--- src/sv/psp_pkg.sv ---
`default_nettype none
package psp_pkg;

	localparam int HALF_LINES_DEF = 120;
	localparam int DIV_W = 32;
	localparam logic [31:0] FLOOR_LIFT = 32'h0100_0000;
	localparam logic [31:0] ROOF_DROP = 32'h0060_0000;
	localparam logic [63:0] PI_Q62 = 64'hC90F_DAA2_2168_C235;
	localparam logic [63:0] PI_STEP = PI_Q62 / 512;

	typedef enum logic [1:0] {
		OP_PLAY  = 2'd0,
		OP_FLOOR = 2'd1,
		OP_ROOF  = 2'd2,
		OP_SPARE = 2'd3
	} op_t;

	typedef logic [10:0] qsine_t [257];

	// payload that rides alongside the divider
	typedef struct packed {
		op_t              op;
		logic signed [7:0] line;
		logic signed [9:0] sn;
		logic signed [9:0] cs;
		logic signed [9:0] sn2;
		logic signed [9:0] cs2;
		logic [31:0]       cam_x;
		logic [31:0]       cam_y;
		logic              neg;
	} side_t;

	function automatic logic [63:0] mulq62(logic [63:0] a, logic [63:0] b);
		logic [127:0] p;
		p = {64'd0, a} * {64'd0, b};
		return p[125:62];
	endfunction

	// taylor series in q62, elaboration only
	function automatic logic [10:0] quarter_sine(int q);
		logic [63:0] x;
		logic [63:0] x2;
		logic [63:0] term;
		logic [63:0] sum;
		logic [63:0] prod;
		if (q == 0) return 11'd0;
		if (q >= 256) return 11'd1024;
		x = PI_STEP * 64'(q);
		x2 = mulq62(x, x);
		term = x;
		sum = x;
		for (int k = 1; k <= 12; k++) begin
			prod = mulq62(term, x2);
			case (k)
				1: term = prod / 6;
				2: term = prod / 20;
				3: term = prod / 42;
				4: term = prod / 72;
				5: term = prod / 110;
				6: term = prod / 156;
				7: term = prod / 210;
				8: term = prod / 272;
				9: term = prod / 342;
				10: term = prod / 420;
				11: term = prod / 506;
				default: term = prod / 600;
			endcase
			if (k % 2 == 1) sum = sum - term;
			else sum = sum + term;
		end
		return sum[62:52];
	endfunction

	function automatic qsine_t build_qsine();
		qsine_t t;
		for (int i = 0; i < 257; i++) t[i] = quarter_sine(i);
		return t;
	endfunction

	localparam qsine_t QSINE = build_qsine();

	// sine scaled by 1024, then shifted right by two
	function automatic logic signed [9:0] trig4(logic [9:0] a);
		logic [10:0]        v;
		logic signed [11:0] s;
		logic [8:0]         idx;
		if (a[8]) idx = 9'd256 - {1'b0, a[7:0]};
		else idx = {1'b0, a[7:0]};
		v = QSINE[idx];
		s = a[9] ? -$signed({1'b0, v}) : $signed({1'b0, v});
		return 10'(s >>> 2);
	endfunction

endpackage
`default_nettype wire

--- src/sv/psp_div.sv ---
`default_nettype none
module psp_div #(
	parameter int SIDE_W = 1
) (
	input  wire logic                 clk,
	input  wire logic                 arst_n,
	input  wire logic                 in_valid,
	input  wire logic [31:0]          num,
	input  wire logic [31:0]          den,
	input  wire logic [SIDE_W-1:0]    in_side,
	output logic                      out_valid,
	output logic [31:0]               quo,
	output logic [SIDE_W-1:0]         out_side
);
	import psp_pkg::*;

	logic              vld_s  [DIV_W+1];
	logic [DIV_W-1:0]  rem_s  [DIV_W+1];
	logic [DIV_W-1:0]  nq_s   [DIV_W+1];
	logic [DIV_W-1:0]  den_s  [DIV_W+1];
	logic [SIDE_W-1:0] side_s [DIV_W+1];

	assign vld_s[0] = in_valid;
	assign rem_s[0] = '0;
	assign nq_s[0] = num;
	assign den_s[0] = den;
	assign side_s[0] = in_side;

	for (genvar i = 0; i < DIV_W; i++) begin : g_stage
		logic [DIV_W:0]   sh;
		logic             ge;
		logic [DIV_W:0]   diff;
		assign sh = {rem_s[i], nq_s[i][DIV_W-1]};
		assign ge = sh >= {1'b0, den_s[i]};
		assign diff = sh - {1'b0, den_s[i]};

		always_ff @(posedge clk or negedge arst_n) begin
			if (!arst_n) vld_s[i+1] <= 1'b0;
			else vld_s[i+1] <= vld_s[i];
		end

		always_ff @(posedge clk) begin
			rem_s[i+1] <= ge ? diff[DIV_W-1:0] : sh[DIV_W-1:0];
			nq_s[i+1] <= {nq_s[i][DIV_W-2:0], ge};
			den_s[i+1] <= den_s[i];
			side_s[i+1] <= side_s[i];
		end
	end

	assign out_valid = vld_s[DIV_W];
	assign quo = nq_s[DIV_W];
	assign out_side = side_s[DIV_W];
endmodule
`default_nettype wire
--- config.mk ---
export PLATFORM = sky130hd
export DESIGN_NAME = psp_div
export DESIGN_NICKNAME = d
export VERILOG_FILES = /design/src/sv/psp_pkg.sv /design/src/sv/psp_div.sv
export SDC_FILE = /design/constraint.sdc
export NUM_CORES = 2
export LEC_CHECK = 0
export BUFFER_PORTS_ARGS = -buffer_cell sky130_fd_sc_hd__buf_4
export CAP_MARGIN = 20
export CORE_UTILIZATION = 30
export DETAILED_ROUTE_END_ITERATION = 10
export GPL_TIMING_DRIVEN = 0
export PLACE_DENSITY = 0.53
export RECOVER_POWER = 25
export SYNTH_ARGS = -nofsm -noshare
export SYNTH_HDL_FRONTEND = slang
export SYNTH_SLANG_ARGS = --single-unit
--- constraint.sdc ---
create_clock -name clk -period 3.67 [get_ports clk]
set_clock_uncertainty 0.1 [all_clocks]
set_input_delay 0.5505 -clock clk [delete_from_list [all_inputs] [get_ports clk]]
set_output_delay 0.5505 -clock clk [all_outputs]
set_load 0.05 [all_outputs]
==> impl_metrics.json <==
{
  "arrival_ns": 4.46,
  "grt_start_max_net_pins": 33,
  "clock-sinks": 3072,
  "cts.path.max_buffers": 4,
  "yosys_most_used_dff": "dfxtp_1",
  "stdcell_count": 19422,
  "setup_viol": 24,
  "die-height_um": 652,
  "relSlewSlack": 0.301,
  "avgSynthCellArea_um2": 9.82,
  "ys_seq_area_frac": 0.487,
  "cts_tree": "built",
  "critPathCaptureType": "flip-flop",
  "synthCells": 12889,
  "total_power_w": 0.0873,
  "min_path_type": "input pin to flip-flop",
  "cp_max_fo": 5,
  "fmax_mhz": 267,
  "synth_edf_count": 0,
  "p_switching_w": 0.0240,
  "io_pins": 102,
  "crit_type": "flip-flop to flip-flop",
  "clk_pin_slew_worst_paths_ns": 0.06,
  "maxSlewViolCount": 0,
  "grt_pass1_wl_um": 503000,
  "vdd_drop_max_uv": 393,
  "drt-pass1-iter-count": 6,
  "initial_core_util": 0.301,
  "fp.coreArea_um2": 420000,
  "seqPwrFrac": 0.421,
  "fill_cells": 42591,
  "placed_cells": 18633,
  "grt_pass1_vias": 89383,
  "synth_fp_nets": 13981,
  "finalCritPeriodShare": 1.02,
  "netSwitchingFraction": 0.275,
  "drtAntennaViolNets": 0,
  "critPathLaunchType": "flip-flop",
  "multiInputGateArea_um2": 60400,
  "worst_slew_pin_slew_ns": 1.04,
  "cts-root-buf": "clkbuf_16",
  "antenna_found_initial": 5,
  "die-area_um2": 425000,
  "fin_ws_ns": -0.0723,
  "dpl.hpwl_um": 250000,
  "final_layout_size_suffix_gt1_frac": 0.125,
  "fin_crit_ns": 3.74,
  "comb_power_share": 0.169,
  "vias_per_cell": 4.68,
  "hold_viol_final": 0,
  "crit_required_ns": 4.39,
  "violations": "setup timing",
  "cts_buffers": 345,
  "cap_viol_max_count": 0,
  "vias": 90803,
  "synth.distinct_cells": 100,
  "post-place-ws_ns": -1.38,
  "grt-ovfl-total": 0,
  "wl_per_cell_um": 16.8,
  "totalWireLength_um": 325000,
  "async_flop_share": 0.0104,
  "drc_errors": 0,
  "ys_ff_latch": 3072,
  "final_util": 0.357,
  "p_per_area_nw_per_um2": 581,
  "clk_latency_ns": 0.95,
  "p_int_w": 0.0633,
  "p_leak_nw": 68.9,
  "ys_warn_count": 0,
  "htree_levels": 5,
  "drtIter0Drc": 5239,
  "register_area_um2": 61700,
  "synthesis.area_um2": 127000,
  "track_usage": 0.148,
  "rows": 238,
  "place_congestion": 0.898,
  "clockPowerShare": 0.409,
  "outcome": "complete, but fails checks",
  "fin_nets": 14590,
  "rsz0062_at_grt": "true",
  "io_buffers": 101,
  "fp.dieW_um": 652,
  "syn_to_final_growth_pct": 18.6
}
-- final cells by class --
| class | instances | area share |
|---|---|---|
| Inverter | 1232 | 0.0309 |
| Timing Repair Buffer | 287 | 0.0164 |
| Buffer | 351 | 0.0132 |
| Clock buffer | 440 | 0.0632 |
| Tap cell | 5640 | 0.0470 |
| Antenna cell | 5 | 0.0000833 |
| Sequential cell | 3072 | 0.411 |
| Clock inverter | 186 | 0.0162 |
| Multi-Input combinational cell | 8209 | 0.402 |
-- synthesized netlist by cell type (177+ instances only) --
| cell type | number | area, µm² |
|---|---|---|
| nand2_1 | 823 | 3090 |
| o21ai_0 | 768 | 3840 |
| dfxtp_1 | 3040 | 60900 |
| xnor2_1 | 462 | 4050 |
| nor2_1 | 614 | 2300 |
| clkbuf_1 | 306 | 1150 |
| a21o_1 | 546 | 4100 |
| nand3_1 | 216 | 1080 |
| nand4_1 | 177 | 1110 |
| a21oi_1 | 1011 | 5060 |
| inv_1 | 1232 | 4620 |
| xor2_1 | 333 | 2920 |
| ha_1 | 994 | 12400 |
| mux2_2 | 398 | 4480 |
-- logic make-up (layout without fill, tap and decap cells) --
kind of cell | after synthesis | count (layout) | share of synthesized area
xor+xnor | 795 | 795 | 0.0550
fa+ha+maj | 1024 | 1024 | 0.103
other cells | 0 | 5 | 0
buf+inv | 1608 | 2496 | 0.0493
flops | 3072 | 3072 | 0.487
compound gates | 3305 | 3305 | 0.164
mux | 472 | 472 | 0.0423
simple gates | 2613 | 2613 | 0.0989
-- layer usage --
| layer | GRT usage | wire length (µm) | vias to the layer above |
|---|---|---|---|
| li1 | - | - | 45838 |
| met1 | 0.191 | 147000 | 42731 |
| met5 | 0 | 13 | - |
| met2 | 0.259 | 156000 | 1723 |
| met4 | 0.0375 | 7940 | 2 |
| met3 | 0.0223 | 14400 | 509 |
-- power by group through the flow --
stage	Sequential [W]	Clock, W	Combinational, W
final	0.0368	0.0357	0.0148
after floorplan	0.0368	0	0.0107
after detailed placement	0.0376	0	0.0138
after CTS	0.0369	0.0371	0.0142
after global routing	0.0370	0.0385	0.0165
after global placement	0.0376	0	0.0138
-- placed cells by master (no fill, tap or decap), types with 351 or more instances in the layout --
cell	netlist	final
dfxtp_1	3040	3010
inv_1	1232	1225
a21oi_1	1011	984
ha_1	994	964
nand2_1	823	820
o21ai_0	768	707
nor2_1	614	607
a21o_1	546	545
xnor2_1	462	462
mux2_2	398	390
clkbuf_16	0	351
-- worst max-delay path: stages (launching register included) --
cell and delay (ns):
dfxtp_4 0.37, inv_4 0.07, ha_4 0.13, and2b_1 0.19
o31a_2 0.34, o211a_1 0.24, o21a_4 0.22, a211o_1 0.30
a2111o_1 0.44, nand2_2 0.13, a211oi_4 0.08, a2111oi_4 0.24
buf_6 0.21, buf_12 0.13, buf_12 0.13, mux2_4 0.31
-- registers in the layout, summed over array words and instances (netlist names) --
| register | flops |
|---|---|
| den_s | 992 |
| g_stage.sh | 1023 |
| nq_s | 961 |
| out_side | 1 |
| out_valid | 1 |
| quo | 32 |
| side_s | 31 |
| vld_s | 31 |
-- final timing paths --
check                                             to  slack [ns]  cells past startpoint                startpoint
max in group asynchronous        vld_s[27]$_DFF_PN0_        2.70                      4                    arst_n
min in group asynchronous        out_valid$_DFF_PN0_        0.56                      4                    arst_n
max                        g_stage[4].sh[28]$_DFF_P_       -0.07                     15  g_stage[3].sh[0]$_DFF_P_
max reg2reg                g_stage[4].sh[28]$_DFF_P_       -0.07                     15  g_stage[3].sh[0]$_DFF_P_
min reg2reg                       den_s[661]$_DFF_P_        0.18                      0        den_s[693]$_DFF_P_
min                               nq_s[1022]$_DFF_P_        0.18                      2                   num[29]
-- timing repair --
item | in CTS | in global routing
pin swaps | 28 | 70
endpoints found under the hold margin | 105 | 0
gates cloned | 3 | 3
hold buffers | 69 | 0
resized for setup | 383 | 343
endpoints found under the setup margin | 949 | 858
buffers inserted | 31 | 82
-- metrics by stage --
stage          instance area (µm²)  TNS [ns]  hold WS [ns]
6_report                    150000    -0.897         0.181
5_1_grt                     150000     -5.04         0.110
4_1_cts                     149000     -3.04        0.0555
3_5_place_dp                134000   -567.16         0.212
3_3_place_gp                134000   -616.22         0.210
2_1_floorplan               127000         0         0.155
(Power assumes the default switching activity.)
